### config.mk
export PLATFORM = sky130hd
export DESIGN_NAME = radix_digit_extractor
export DESIGN_NICKNAME = d
export VERILOG_FILES = /design/src/rtl/core/rde_pkg.sv /design/src/rtl/core/rde_csr.sv /design/src/rtl/core/rde_cell.sv /design/src/rtl/core/radix_digit_extractor.sv
export SDC_FILE = /design/constraint.sdc
export NUM_CORES = 1
export LEC_CHECK = 0
export ABC_AREA = 0
export BUFFER_PORTS_ARGS = -buffer_cell sky130_fd_sc_hd__buf_4
export CAP_MARGIN = 5
export CORE_MARGIN = 5
export CORE_UTILIZATION = 40
export DETAILED_ROUTE_END_ITERATION = 16
export GPL_TIMING_DRIVEN = 0
export HOLD_SLACK_MARGIN = 0.12
export SYNTH_ARGS = -nofsm -noshare
export SYNTH_HDL_FRONTEND = slang
export SYNTH_SLANG_ARGS = --single-unit
export TNS_END_PERCENT = 50
### constraint.sdc
create_clock -name clock -period 13.2 [get_ports clock]
set_input_delay 2.64 -clock clock [delete_from_list [all_inputs] [get_ports clock]]
set_output_delay 2.64 -clock clock [all_outputs]
set_load 0.02 [all_outputs]
### src/rtl/core/rde_pkg.sv
`timescale 1ns / 1ps

package rde_pkg;

   localparam int VALUE_WIDTH = 31;
   // base 2 needs one digit per value bit
   localparam int NUM_DIGITS  = VALUE_WIDTH;
   localparam int DIGIT_W     = 4;
   localparam int BASE_W      = 5;
   localparam int ADDR_W      = 3;
   localparam int DATA_W      = 32;

   // cell i works on the value bits once the enable has passed the i cells below it
   localparam int CONV_CYCLES = VALUE_WIDTH + NUM_DIGITS - 1;
   localparam int CNT_W       = $clog2(CONV_CYCLES);

   localparam logic [CNT_W-1:0] CNT_LAST   = CNT_W'(CONV_CYCLES - 1);
   localparam logic [CNT_W-1:0] CNT_FEED   = CNT_W'(VALUE_WIDTH);

   localparam logic [BASE_W-1:0] BASE_RESET = BASE_W'(10);
   localparam logic [BASE_W-1:0] BASE_MIN   = BASE_W'(2);
   localparam logic [BASE_W-1:0] BASE_MAX   = BASE_W'(16);

   localparam logic [ADDR_W-1:0] ADDR_BASE  = ADDR_W'(0);

   typedef enum logic [1:0] {
      ST_IDLE,
      ST_CONVERT,
      ST_EMIT
   } rde_state_type;

   typedef struct packed {
      logic clear;
      logic shift;
   } rde_cell_ctrl_type;

endpackage

### src/rtl/core/rde_csr.sv
`timescale 1ns / 1ps

module rde_csr (
   input  logic                                 clock,
   input  logic                                 reset,
   input  logic                                 psel,
   input  logic                                 penable,
   input  logic                                 pwrite,
   input  logic [rde_pkg::ADDR_W-1:0]           paddr,
   input  logic [rde_pkg::DATA_W-1:0]           pwdata,
   output logic [rde_pkg::DATA_W-1:0]           prdata,
   output logic                                 pready,
   output logic [rde_pkg::BASE_W-1:0]           eff_base
);

   logic [rde_pkg::BASE_W-1:0] base_ff;
   logic [rde_pkg::BASE_W-1:0] base_in;
   logic                       hit;

   assign hit    = (paddr == rde_pkg::ADDR_BASE);
   assign pready = 1'b1;

   always_comb begin
      base_in = base_ff;
      if (psel && penable && pwrite && hit) begin
         base_in = pwdata[rde_pkg::BASE_W-1:0];
      end
   end

   always_ff @(posedge clock) begin
      if (reset) begin
         base_ff <= rde_pkg::BASE_RESET;
      end else begin
         base_ff <= base_in;
      end
   end

   always_comb begin
      prdata = '0;
      if (hit) begin
         prdata = {{(rde_pkg::DATA_W-rde_pkg::BASE_W){1'b0}}, base_ff};
      end
   end

   // out-of-range bases clamp to 2 or 16
   always_comb begin
      if (base_ff < rde_pkg::BASE_MIN) begin
         eff_base = rde_pkg::BASE_MIN;
      end else if (base_ff > rde_pkg::BASE_MAX) begin
         eff_base = rde_pkg::BASE_MAX;
      end else begin
         eff_base = base_ff;
      end
   end

endmodule

### src/rtl/core/rde_cell.sv
`timescale 1ns / 1ps

// One base-b digit; clear zeroes it, shift loads digit_upper. Otherwise per enabled cycle:
// digit = 2*digit + carry_in mod b, carry out registered toward the next cell.
module rde_cell (
   input  logic                               clock,
   input  logic                               reset,
   input  rde_pkg::rde_cell_ctrl_type         ctrl,
   input  logic                               en_in,
   input  logic                               carry_in,
   input  logic [rde_pkg::BASE_W-1:0]         base,
   input  logic [rde_pkg::DIGIT_W-1:0]        digit_upper,
   output logic [rde_pkg::DIGIT_W-1:0]        digit,
   output logic                               carry_out,
   output logic                               en_out
);

   logic [rde_pkg::DIGIT_W-1:0] digit_ff;
   logic [rde_pkg::DIGIT_W-1:0] digit_in;
   logic                        carry_out_ff;
   logic                        carry_out_in;
   logic                        en_out_ff;
   logic                        en_out_in;
   logic [rde_pkg::BASE_W-1:0]  dbl;
   logic [rde_pkg::BASE_W-1:0]  red;
   logic                        ge;

   // digit < base, so 2*digit+carry < 2*base: one subtract is enough
   assign dbl = {digit_ff, carry_in};
   assign ge  = (dbl >= base);
   assign red = ge ? (dbl - base) : dbl;

   always_comb begin
      digit_in     = digit_ff;
      carry_out_in = 1'b0;
      en_out_in    = 1'b0;
      if (ctrl.clear) begin
         digit_in = '0;
      end else if (ctrl.shift) begin
         digit_in = digit_upper;
      end else if (en_in) begin
         digit_in     = red[rde_pkg::DIGIT_W-1:0];
         carry_out_in = ge;
         en_out_in    = 1'b1;
      end
   end

   always_ff @(posedge clock) begin
      digit_ff <= digit_in;
   end

   always_ff @(posedge clock) begin
      if (reset) begin
         carry_out_ff <= 1'b0;
         en_out_ff    <= 1'b0;
      end else begin
         carry_out_ff <= carry_out_in;
         en_out_ff    <= en_out_in;
      end
   end

   assign digit     = digit_ff;
   assign carry_out = carry_out_ff;
   assign en_out    = en_out_ff;

endmodule

### src/rtl/core/radix_digit_extractor.sv
`timescale 1ns / 1ps

// Channel   Ports                              Direction  Transfer
// req       start, busy, req_value             in         start & !busy
// rsp       rsp_valid, rsp_digit,              out        rsp_valid, one cycle
//           rsp_last_digit
// csr       psel, penable, pwrite, paddr,      in/out     APB write, base at 0x0
//           pwdata, prdata, pready
//
// The value shifts MSB first into a skewed row of digit cells; conversion runs
// until the counter reaches CNT_LAST, so the carry can ripple through the row.
// Digits then leave one per cycle, LSB first, up to the highest nonzero digit.
// Reset: base 10, idle. The receiver cannot stall; busy holds off start.
module radix_digit_extractor (
   input  logic                                 clock,
   input  logic                                 reset,
   input  logic                                 start,
   output logic                                 busy,
   input  logic [rde_pkg::VALUE_WIDTH-1:0]      req_value,
   output logic                                 rsp_valid,
   output logic [rde_pkg::DIGIT_W-1:0]          rsp_digit,
   output logic                                 rsp_last_digit,
   input  logic                                 psel,
   input  logic                                 penable,
   input  logic                                 pwrite,
   input  logic [rde_pkg::ADDR_W-1:0]           paddr,
   input  logic [rde_pkg::DATA_W-1:0]           pwdata,
   output logic [rde_pkg::DATA_W-1:0]           prdata,
   output logic                                 pready
);

   rde_pkg::rde_state_type             state_ff;
   rde_pkg::rde_state_type             state_in;
   logic [rde_pkg::CNT_W-1:0]          cnt_ff;
   logic [rde_pkg::CNT_W-1:0]          cnt_in;
   logic [rde_pkg::VALUE_WIDTH-1:0]    value_ff;
   logic [rde_pkg::VALUE_WIDTH-1:0]    value_in;
   logic [rde_pkg::BASE_W-1:0]         eff_base;
   rde_pkg::rde_cell_ctrl_type         cell_ctrl;
   logic                               accept;
   logic                               feed_en;
   logic                               upper_nz;

   logic [rde_pkg::DIGIT_W-1:0]        digits [rde_pkg::NUM_DIGITS];
   logic [rde_pkg::DIGIT_W-1:0]        uppers [rde_pkg::NUM_DIGITS];
   logic                               carries[rde_pkg::NUM_DIGITS+1];
   logic                               ens    [rde_pkg::NUM_DIGITS+1];

   rde_csr u_csr (
      .clock    (clock),
      .reset    (reset),
      .psel     (psel),
      .penable  (penable),
      .pwrite   (pwrite),
      .paddr    (paddr),
      .pwdata   (pwdata),
      .prdata   (prdata),
      .pready   (pready),
      .eff_base (eff_base)
   );

   assign busy    = (state_ff != rde_pkg::ST_IDLE);
   assign accept  = start && !busy;
   assign feed_en = (state_ff == rde_pkg::ST_CONVERT) && (cnt_ff < rde_pkg::CNT_FEED);

   assign cell_ctrl.clear = accept;
   assign cell_ctrl.shift = (state_ff == rde_pkg::ST_EMIT);

   assign carries[0] = value_ff[rde_pkg::VALUE_WIDTH-1];
   assign ens[0]     = feed_en;

   for (genvar i = 0; i < rde_pkg::NUM_DIGITS; i++) begin : g_cell
      if (i == rde_pkg::NUM_DIGITS - 1) begin : g_top
         assign uppers[i] = '0;
      end else begin : g_mid
         assign uppers[i] = digits[i+1];
      end

      rde_cell u_cell (
         .clock       (clock),
         .reset       (reset),
         .ctrl        (cell_ctrl),
         .en_in       (ens[i]),
         .carry_in    (carries[i]),
         .base        (eff_base),
         .digit_upper (uppers[i]),
         .digit       (digits[i]),
         .carry_out   (carries[i+1]),
         .en_out      (ens[i+1])
      );
   end

   // any nonzero digit above the one on the output means more to come
   always_comb begin
      upper_nz = 1'b0;
      for (int i = 1; i < rde_pkg::NUM_DIGITS; i++) begin
         upper_nz = upper_nz | (|digits[i]);
      end
   end

   assign rsp_valid      = (state_ff == rde_pkg::ST_EMIT);
   assign rsp_digit      = digits[0];
   assign rsp_last_digit = !upper_nz;

   always_comb begin
      state_in = state_ff;
      cnt_in   = cnt_ff;
      value_in = value_ff;
      case (state_ff)
         rde_pkg::ST_IDLE: begin
            if (start) begin
               state_in = rde_pkg::ST_CONVERT;
               cnt_in   = '0;
               value_in = req_value;
            end
         end
         rde_pkg::ST_CONVERT: begin
            cnt_in   = cnt_ff + 1'b1;
            value_in = {value_ff[rde_pkg::VALUE_WIDTH-2:0], 1'b0};
            if (cnt_ff == rde_pkg::CNT_LAST) begin
               state_in = rde_pkg::ST_EMIT;
            end
         end
         rde_pkg::ST_EMIT: begin
            if (!upper_nz) begin
               state_in = rde_pkg::ST_IDLE;
            end
         end
         default: begin
            state_in = rde_pkg::ST_IDLE;
         end
      endcase
   end

   always_ff @(posedge clock) begin
      if (reset) begin
         state_ff <= rde_pkg::ST_IDLE;
         cnt_ff   <= '0;
      end else begin
         state_ff <= state_in;
         cnt_ff   <= cnt_in;
      end
   end

   always_ff @(posedge clock) begin
      value_ff <= value_in;
   end

endmodule
==> results of run 1 <==
## through the flow
step / cell area, sq um / setup WS, ps
5_1_grt: 18140 / 7027
2_1_floorplan: 15980 / 5610
3_3_place_gp: 17060 / 842.6
4_1_cts: 18130 / 7079
6_report: 18140 / 7071
3_5_place_dp: 17220 / 7082
## metal layers
layer,global-route usage [%],up-vias,share of wire (%)
li1,-,6918,-
met4,8.573,0,4.2
met2,37.52,605,44
met1,33.22,7038,44
met5,0,-,0
met3,3.139,131,7.4
## layout make-up
| cell class | instances | share of cell area (%) |
|---|---|---|
| Sequential cell | 228 | 26.88 |
| Clock inverter | 9 | 0.3863 |
| Buffer | 96 | 2.739 |
| Inverter | 97 | 2.008 |
| Tap cell | 525 | 3.622 |
| Multi-Input combinational cell | 1416 | 56.57 |
| Clock buffer | 40 | 4.622 |
| Timing Repair Buffer | 64 | 3.174 |
## worst max-delay path: cells and delay by family
kind          cells  cell delay (ps)
buf+inv           2              250
simple gates      2              610
## logic make-up after synthesis
family                   Yosys count  synth area share [%]
AND/OR/NAND/NOR                  685                 24.27
XOR/XNOR                          44                 2.427
buffers and inverters            193                 5.421
other                              2               0.04729
AO/OA/AOI/OAI                    423                 17.72
flip-flops                       228                 30.70
adder cells (fa/ha/maj)          188                 16.28
multiplexers                      48                 3.144
## flip-flops by register name, indices dropped and copies added, names as in the netlist
name                     flops
value_ff                    31
u_csr.base_ff                5
g_cell.u_cell.carry_out     30
state_ff                     2
g_cell.u_cell.en_out        30
cnt_ff                       6
g_cell.u_cell.digit        124
## power by group through the flow
| stage | combinational [W] | clock [W] | sequential [W] |
|---|---|---|---|
| floorplan | 0.0000941 | 0 | 0.000743 |
| global route | 0.000165 | 0.000802 | 0.000732 |
| finish | 0.000151 | 0.000765 | 0.000730 |
| detailed placement | 0.000149 | 0 | 0.000746 |
| CTS | 0.000150 | 0.000773 | 0.000731 |
| global placement | 0.000145 | 0 | 0.000745 |
## synthesized netlist by cell type, types with 12 or more instances
cell type / n / area share (%)
a21oi_1: 142 / 4.5
a221o_1: 13 / 0.82
a311o_1: 44 / 2.8
a311oi_1: 14 / 0.77
a31o_1: 13 / 0.72
a31oi_1: 18 / 0.71
and2_1: 57 / 2.2
and3_1: 29 / 1.1
buf_2: 13 / 0.41
buf_4: 32 / 1.5
clkbuf_1: 47 / 1.1
dfxtp_1: 197 / 25
edfxtp_1: 31 / 5.9
fa_1: 31 / 3.9
ha_1: 157 / 12
inv_1: 94 / 2.2
mux2_2: 13 / 0.92
mux2i_1: 33 / 2.1
nand2_1: 212 / 5.0
nand3_1: 25 / 0.79
nand3b_1: 48 / 2.3
nand4_1: 12 / 0.47
nor2_1: 22 / 0.52
nor2b_1: 49 / 1.9
nor3_1: 32 / 1.0
nor3b_1: 70 / 3.3
nor4_1: 55 / 2.2
nor4b_1: 13 / 0.72
o211ai_1: 15 / 0.71
o21a_1: 17 / 0.80
o21ai_0: 36 / 1.1
o21ai_1: 18 / 0.57
o221ai_1: 23 / 1.3
o22ai_1: 54 / 2.1
or2_1: 17 / 0.67
or2_2: 12 / 0.47
or3_1: 21 / 0.83
xnor2_1: 13 / 0.72
xor2_1: 31 / 1.7
## path summary, 6_finish.rpt
path | slack [ps] | depth (start not counted) | startpoint | endpoint
max | 7070 | 4 | paddr[1] | prdata[2]
min | 500 | 1 | cnt_ff[4]$_SDFFE_PP0P_ | cnt_ff[4]$_SDFFE_PP0P_
max reg2reg | 9790 | 8 | u_csr.base_ff[4]$_SDFFE_PP0P_ | g_cell[7].u_cell.digit[2]$_SDFFE_PP0P_
min reg2reg | 500 | 1 | cnt_ff[4]$_SDFFE_PP0P_ | cnt_ff[4]$_SDFFE_PP0P_
==> run metrics, run 1 <==
CP Data Arrival Time=3490 ps; Pint=0.001232 W; Async SR Flop Fraction=0%; Buffers on Ports=56; Slew headroom=26.15%; final wirelength=53.38 mm; Initial Utilization=40.15%; Post-CTS Setup Bufs=0; Vias per Instance=5.936; Core Util, Final=45.86%; f_max=0.1632 GHz; area grow syn2layout=14.21%; CP cell instances=buf_4, nor3_1, and2_1, buf_4; area of the multi-input gates=0.01026 sq mm; Root Driver=clkbuf_16; cell mode on critical path=buf_4; First-pass DRT Iterations=5; Ant. Diodes=0; CTS tree=done; Tightest Pin Transition=1108 ps; Yosys reg bits=228; post-route insts no fill=2475; largest stage delay on the critical path=410 ps; share of cells above drive strength 1=9.744%; Gate power share=9.2%; CP required=10560 ps; unrepaired setup endpoints after global routing=no; CP Class=input pin to output port; global-route wire length before repair=84.15 mm; Worst Clk Skew=10.68 ps; Post-Syn Instances=1811; Worst Hold Class=flip-flop to flip-flop; Clock Latency Late Sink=560 ps; sw frac=25.18%; DRC viols=0; commonest cells after routing, fill and taps aside=nand2_1, dfxtp_1, ha_1; status=complete, no violations; Critical Path Sink Type=output port; Fill cells=3883; post-CTS resize count=0; total power=0.001646 W; grt ovf=0; commonest non-fill, non-tap cell in the layout=nand2_1; largest net degree at the start of global routing=32; Worst IR Drop VDD=0.09121 mV; Worst setup SP type=input pin; sw power=0.0004146 W; NumNets Final=2191; Placer Congestion=0.8802; drt first-iter violations=1272; Final Hold Violating Endpoints=0; row count=73; gr usage total=23.69%; Die Area=0.04379 sq mm; Post-synth top flop=dfxtp_1; Seq/Total Area, Yosys=30.70%; Die Wd=209.3 microns; synth warn=0; clk sinks=228; Routed Antenna Nets=0; Yosys cell types=61; Cells after DPL=2425; Min Hold Slack=499.6 ps; Clock Power Share=46.5%; Final setup viols=0; vias in the first global route=14650; synthesized area=0.01588 sq mm; PwrDens=90.78 mW/mm^2; H-tree levels=1; Crit-path slowest cell=nor3_1; Leak=7.256 nW; worst-path maximum fanout=6; DR vias=14690; Max-Cap Viols=0; Post-Syn Area per Cell=8.769 sq um; chip height=209.3 microns; Setup TNS Final=0 ps; # IOs=112; Seq. cell area=0.004875 sq mm; Tcrit/Tclk final=46.43%; post-detail-place hpwl=38.93 mm; Post-synth EDFFs=31; Clock transition at path regs=60 ps; core area=0.03955 sq mm; routed len/inst=21.57 microns; clk buf depth=3; Final Critical Period=6129 ps; sequential share of power=44.4%; fin. max-slew vios=0; initial antenna violation count=1; # hold bufs at CTS=0; CTS Buf Count=28
Power figures use the tool's default switching activity.
==> run 2: changes to the inputs <==
--- a/config.mk
+++ b/config.mk
@@ -5,7 +5,7 @@
 export SDC_FILE = /design/constraint.sdc
 export NUM_CORES = 1
 export LEC_CHECK = 0
-export ABC_AREA = 0
+export ABC_AREA = 1
 export BUFFER_PORTS_ARGS = -buffer_cell sky130_fd_sc_hd__buf_4
 export CAP_MARGIN = 5
 export CORE_MARGIN = 5
==> constraint.sdc (replaced) <==
create_clock -name clock -period 6.4 [get_ports clock]
set_input_delay 1.28 -clock clock [delete_from_list [all_inputs] [get_ports clock]]
set_output_delay 1.28 -clock clock [all_outputs]
set_load 0.02 [all_outputs]
==> run 2 against run 1 <==
  * Clock-buffer cell count is 6 lower
  * Non-clock buffer count down 21
  * Sequential cell count did not move
  * Register-to-register slack got worse by 6400 ps
  * Routed wire length fell by 7.2%
  * Setup slack lost 4200 ps
  * Critical path depth grew 4
  * Largest cell class unchanged
  * Final cell count rose by 24%
  * Clock skew increased by 9.2 ps
  * Critical path type is now flip-flop to output port
==> run metrics, run 2 <==
Die Wd=213.8 microns; Ant. Diodes=0; Leak=9.383 nW; r2r startpoint=u_csr.base_ff[2]$_SDFFE_PP0P_; global-route wire length before repair=78.47 mm; GR Layer Usage met3=2.604%; Final Critical Period=3577 ps; drt first-iter violations=1084; Tightest Pin Transition=1235 ps; Slew headroom=17.57%; reg-to-reg endpoint=g_cell[24].u_cell.digit[3]$_SDFFE_PP0P_; grt ovf=0; worst-path maximum fanout=4; share of cells above drive strength 1=7.151%; Largest register FFs=124; post-route cell area=0.01898 sq mm; # IOs=112; CP cell instances=inv_1, nand3_1, nor2_1, nand2_1, nor2_1, nand2_1, nor2_1, buf_4; met2 usage=36.35%; R2R Setup Slk=3360 ps; Final setup viols=0; Core Util, Final=46.38%; Die Area=0.04571 sq mm; NumNets Final=2785; Post-Syn Area per Cell=6.904 sq um; clk buf depth=3; CTS tree=done; Placer Congestion=0.9150; Worst setup SP type=flip-flop; Root Driver=clkbuf_16; leading cell types by count after synthesis=inv_1, nand2_1, dfxtp_1; Final Hold Violating Endpoints=0; Tcrit/Tclk final=55.88%; Yosys cell types=34; Clock transition at path regs=60 ps; fin. max-slew vios=0; Yosys top cell by area=dfxtp_1; Buffers on Ports=55; synthesized area=0.01661 sq mm; Seq/Total Area, Yosys=29.34%; gr usage total=21.29%; synth top area cells=dfxtp_1, ha_1, inv_1, nand2_1, a21oi_1; Cells after DPL=3028; Post-Syn Instances=2406; row count=74; DR vias=15610; area of the multi-input gates=0.009447 sq mm; CTS Buf Count=27; hold path depth=2; clk sinks=228; commonest non-fill, non-tap cell in the layout=inv_1; Initial Utilization=40.59%; Post-CTS Setup Bufs=0; worst setup margin=2823 ps; CP delay by family, top=simple AND/OR/NAND/NOR gates; First-pass DRT Iterations=5; post-detail-place hpwl=37.50 mm; largest net degree at the start of global routing=33; busiest grt layer=met2; Routed Antenna Nets=0; CP Class=flip-flop to output port; cell mode on critical path=nor2_1; Async SR Flop Fraction=0%; Fill cells=4228; HP Start=g_cell[6].u_cell.en_out$_SDFF_PP0_; PwrDens=192.6 mW/mm^2; count leader, synth=inv_1; H-tree levels=1; Critical Path Sink Type=output port; DRC viols=0; R2R cell count=13; share of the synthesized area in the top cell type=23.74%; Post-synth top flop=dfxtp_1; CP required=5120 ps; Worst Clk Skew=19.87 ps; vias in the first global route=15160; Worst IR Drop VDD=0.1746 mV; CP Data Arrival Time=2300 ps; Worst Hold Class=flip-flop to flip-flop; post-route insts no fill=3077; Vias per Instance=5.072; met1 usage=28.48%; synth warn=0; Crit-path slowest cell=nor2_1; unrepaired setup endpoints after global routing=no; core area=0.04092 sq mm; Min Hold Slack=469.8 ps; initial antenna violation count=0; Yosys reg bits=228; Clock Latency Late Sink=540 ps; post-CTS resize count=0; Hold EP=g_cell[7].u_cell.en_out$_SDFF_PP0_; commonest cells after routing, fill and taps aside=inv_1, nand2_1, dfxtp_1; buffers and inverters on the worst path=2; f_max=0.2796 GHz; area post-placement=0.01800 sq mm; routed len/inst=16.09 microns; area grow syn2layout=14.27%; Post-synth EDFFs=31; final wirelength=49.51 mm; # hold bufs at CTS=0; Max-Cap Viols=0; status=complete, no violations; pre-CTS WS=3110 ps; chip height=213.8 microns; Seq. cell area=0.004875 sq mm; largest stage delay on the critical path=340 ps
[run 2: cell types whose count changed after synthesis, sizes merged, moves of 53 or more]
cell   before  now
and2       57    0
nand2     212  518
nor2       22  168
nand4      13   71
a21oi     142  195
nand3      25  191
nor4       58    0
nor3b      70    0
inv        96  526
[run 2: cell type report]
type                            count  area share, %
Clock buffer                       34          3.929
Inverter                          526          10.40
Multi-Input combinational cell   1603          49.77
Timing Repair Buffer               64          3.124
Tap cell                          532          3.507
Sequential cell                   228          25.68
Buffer                             75          2.333
Clock inverter                     15          1.259
[run 2: how the worst max path moves through the flow]
stage                                              to  cells past startpoint                               startpoint  slack [ps]
2_1_floorplan  g_cell[0].u_cell.digit[0]$_SDFFE_PP0P_                     11            u_csr.base_ff[2]$_SDFFE_PP0P_        1410
3_3_place_gp   g_cell[0].u_cell.digit[0]$_SDFFE_PP0P_                     11            u_csr.base_ff[4]$_SDFFE_PP0P_       -2540
3_5_place_dp                                prdata[2]                      5                                 paddr[1]        3110
4_1_cts                                rsp_last_digit                      8  g_cell[15].u_cell.digit[0]$_SDFFE_PP0P_        2790
5_1_grt                                rsp_last_digit                      8  g_cell[15].u_cell.digit[0]$_SDFFE_PP0P_        2650
6_report                               rsp_last_digit                      8  g_cell[26].u_cell.digit[2]$_SDFFE_PP0P_        2820
[run 2: kinds of logic after synthesis]
family	count (synthesis)	share of synthesized area, %
simple gates	953	24.60
buf+inv	601	14.55
compound gates	372	12.63
flops	228	29.34
fa+ha+maj	188	15.56
xor+xnor	62	3.269
other cells	2	0.04521
[run 2: power breakdown]
part	internal [W]	leakage, nW	switching (W)	total, W
clock	0.00107	0.475	0.000647	0.00171
sequential	0.00150	1.90	0.0000207	0.00152
combinational	0.000144	7.01	0.000274	0.000419
total	0.00271	9.38	0.000942	0.00366
[run 2: stage by stage]
| stage | setup TNS [ps] | power, W |
|---|---|---|
| after floorplan | 0 | 0.001830 |
| after global placement | -375470 | 0.001961 |
| after CTS | 0 | 0.003684 |
| after global routing | 0 | 0.003792 |
| after detailed placement | 0 | 0.001973 |
| final | 0 | 0.003655 |
[run 2: worst reg2reg max path: stages, from the launching register on]
cell and delay [ps]:
dfxtp_1 330, nor2_1 360, nand3_1 120, nand2_1 130, nand2_2 390, buf_12 350
ha_1 350, nand2_1 90, inv_1 60, nand4_1 240, nand3_1 260, nand2_1 90
nand3_1 90, a21oi_1 60
[run 2: metal layers]
layer | wire, microns | vias to the layer above
met5 | 0 | -
met4 | 1484 | 0
met3 | 2852 | 94
met2 | 23030 | 399
met1 | 22140 | 7185
li1 | - | 7930
==> run 3: changes to the inputs <==
--- a/config.mk
+++ b/config.mk
@@ -5,7 +5,7 @@
 export SDC_FILE = /design/constraint.sdc
 export NUM_CORES = 1
 export LEC_CHECK = 0
-export ABC_AREA = 1
+export ABC_AREA = 0
 export BUFFER_PORTS_ARGS = -buffer_cell sky130_fd_sc_hd__buf_4
 export CAP_MARGIN = 5
 export CORE_MARGIN = 5
==> constraint.sdc (replaced) <==
create_clock -name clock -period 3.3 [get_ports clock]
set_input_delay 0.66 -clock clock [delete_from_list [all_inputs] [get_ports clock]]
set_output_delay 0.66 -clock clock [all_outputs]
set_load 0.02 [all_outputs]
==> run 3 against run 2 <==
  * The run now ends with setup timing left
  * Register-to-register slack worse by 3300 ps
  * Clock power is 78% higher
  * Hold slack worse by 140 ps
  * Core utilization is 0.34 points lower
  * Clock-buffer cell count is 2 higher
  * Largest cell class unchanged
  * Highest routed layer unchanged
==> run metrics, run 3 (synthesized netlist as in run 1, its figures left out) <==
f_max=0.2931 GHz; violated checks=setup timing; grt ovf=0; worst setup margin=-112.2 ps; Clock Latency Late Sink=550 ps; row count=73; Die Wd=209.3 microns; Fill cells=3841; First-pass DRT Iterations=5; initial antenna violation count=1; Die Area=0.04379 sq mm; Final setup viols=1; Worst Clk Skew=29.26 ps; Slew headroom=26.12%; CTS tree=done; Seq. cell area=0.004887 sq mm; Vias per Instance=5.923; largest stage delay on the critical path=580 ps; worst-path maximum fanout=4; DRC viols=0; Buffers on Ports=56; chip height=209.3 microns; Worst IR Drop VDD=0.3430 mV; Crit-path slowest cell=or4_4; CP cell instances=nor4_4, nand4_1, or4_4, nor4_4, buf_6, buf_6; commonest cells after routing, fill and taps aside=nand2_1, dfxtp_1, ha_1; area of the multi-input gates=0.01038 sq mm; DR vias=14680; drt first-iter violations=1089; status=finished, violations left; CP Data Arrival Time=2750 ps; Leak=7.266 nW; # hold bufs at CTS=0; commonest non-fill, non-tap cell in the layout=nand2_1; Max-Cap Viols=0; Worst setup SP type=flip-flop; Ant. Diodes=0; final wirelength=53.95 mm; vias in the first global route=14210; Min Hold Slack=330.7 ps; Clock transition at path regs=60 ps; Tcrit/Tclk final=103.4%; Setup TNS Final=-112.2 ps; # IOs=112; largest net degree at the start of global routing=32; Final Hold Violating Endpoints=0; Worst Hold Class=input pin to flip-flop; clk sinks=228; Routed Antenna Nets=0; clk buf depth=3; Placer Congestion=0.8902; CTS Buf Count=27; Final Critical Period=3412 ps; NumNets Final=2193; buffers and inverters on the worst path=2; Tightest Pin Transition=1108 ps; routed len/inst=21.77 microns; Initial Utilization=40.15%; share of cells above drive strength 1=10.50%; Root Driver=clkbuf_16; H-tree levels=1; Largest register FFs=124; area grow syn2layout=14.66%; CP delay by family, top=simple AND/OR/NAND/NOR gates; post-detail-place hpwl=37.76 mm; core area=0.03955 sq mm; fin. max-slew vios=0; global-route wire length before repair=83.61 mm; CP required=2640 ps; unrepaired setup endpoints after global routing=yes; Critical Path Sink Type=output port; PwrDens=361.1 mW/mm^2; CP Class=flip-flop to output port; gr usage total=23.78%
==> run 3: cell count changes in the layout (fill, tap and decap cells not counted), moves of 49 or more <==
cell | previous run | this run
inv_1 | 521 | 93
nand2_1 | 504 | 210
nand3_1 | 191 | 25
nor2_1 | 166 | 22
nor3b_1 | 0 | 70
nand4_1 | 71 | 12
and2_1 | 0 | 55
a21oi_1 | 195 | 142
o22ai_1 | 106 | 54
nor4_1 | 0 | 50
nor2b_1 | 0 | 49
==> run 3: metrics by stage <==
stage	std cells	utilization [%]	area (sq um)	worst slack, ps	power, W
5_1_grt	2478	46.04	18210	-106.5	0.006780
2_1_floorplan	1837	-	16020	18.33	0.003348
3_5_place_dp	2422	43.39	17160	-1334	0.003576
6_report	2478	46.04	18210	-112.2	0.006575
3_3_place_gp	2418	43.22	17090	-1609	0.003563
4_1_cts	2474	45.84	18130	-194.3	0.006592
==> run 3: what timing repair did <==
item	4_1_cts	5_1_grt
pin swaps	3	5
endpoints found under the setup margin	155	3
setup buffers	2	4
gates cloned	1	0
gates resized for setup	12	12
==> run 3: report_power, final <==
part	total (W)	leakage [nW]	internal, W	switching (W)
clock network	0.00305	0.428	0.00181	0.00124
logic	0.000605	4.94	0.000212	0.000393
registers	0.00292	1.90	0.00289	0.0000299
total	0.00657	7.27	0.00491	0.00166
==> run 3: layer usage <==
layer	GRT usage, %	routed length, microns	up-vias
met2	38.19	24160	607
met3	3.692	4024	131
li1	-	-	6919
met4	6.863	1857	0
met5	0	0	-
met1	33.28	23910	7021
==> run 3: worst paths after layout <==
check	end	cells after the start	start	slack [ps]
min	u_csr.base_ff[1]$_SDFFE_PP1P_	2	pwdata[1]	330
max	rsp_last_digit	6	g_cell[8].u_cell.digit[1]$_SDFFE_PP0P_	-110
min reg2reg	g_cell[23].u_cell.digit[0]$_SDFFE_PP0P_	1	g_cell[22].u_cell.carry_out$_SDFF_PP0_	500
max reg2reg	g_cell[22].u_cell.digit[3]$_SDFFE_PP0P_	6	u_csr.base_ff[4]$_SDFFE_PP0P_	80
==> run 3: area by class of cell <==
class	count	share of cell area, %
Multi-Input combinational cell	1416	57.01
Sequential cell	228	26.84
Tap cell	525	3.608
Buffer	96	2.728
Timing Repair Buffer	66	2.968
Clock inverter	13	0.8864
Clock buffer	36	3.896
Timing Repair inverter	1	0.04123
Inverter	97	2.020
==> run 3: worst reg2reg max path, cell delays in order (launching register included) <==
cell        delay (ps)
dfxtp_1            630
clkinvlp_4         820
ha_1               520
a311o_1            280
nor3_1             390
nor4b_1            130
a221o_1            360
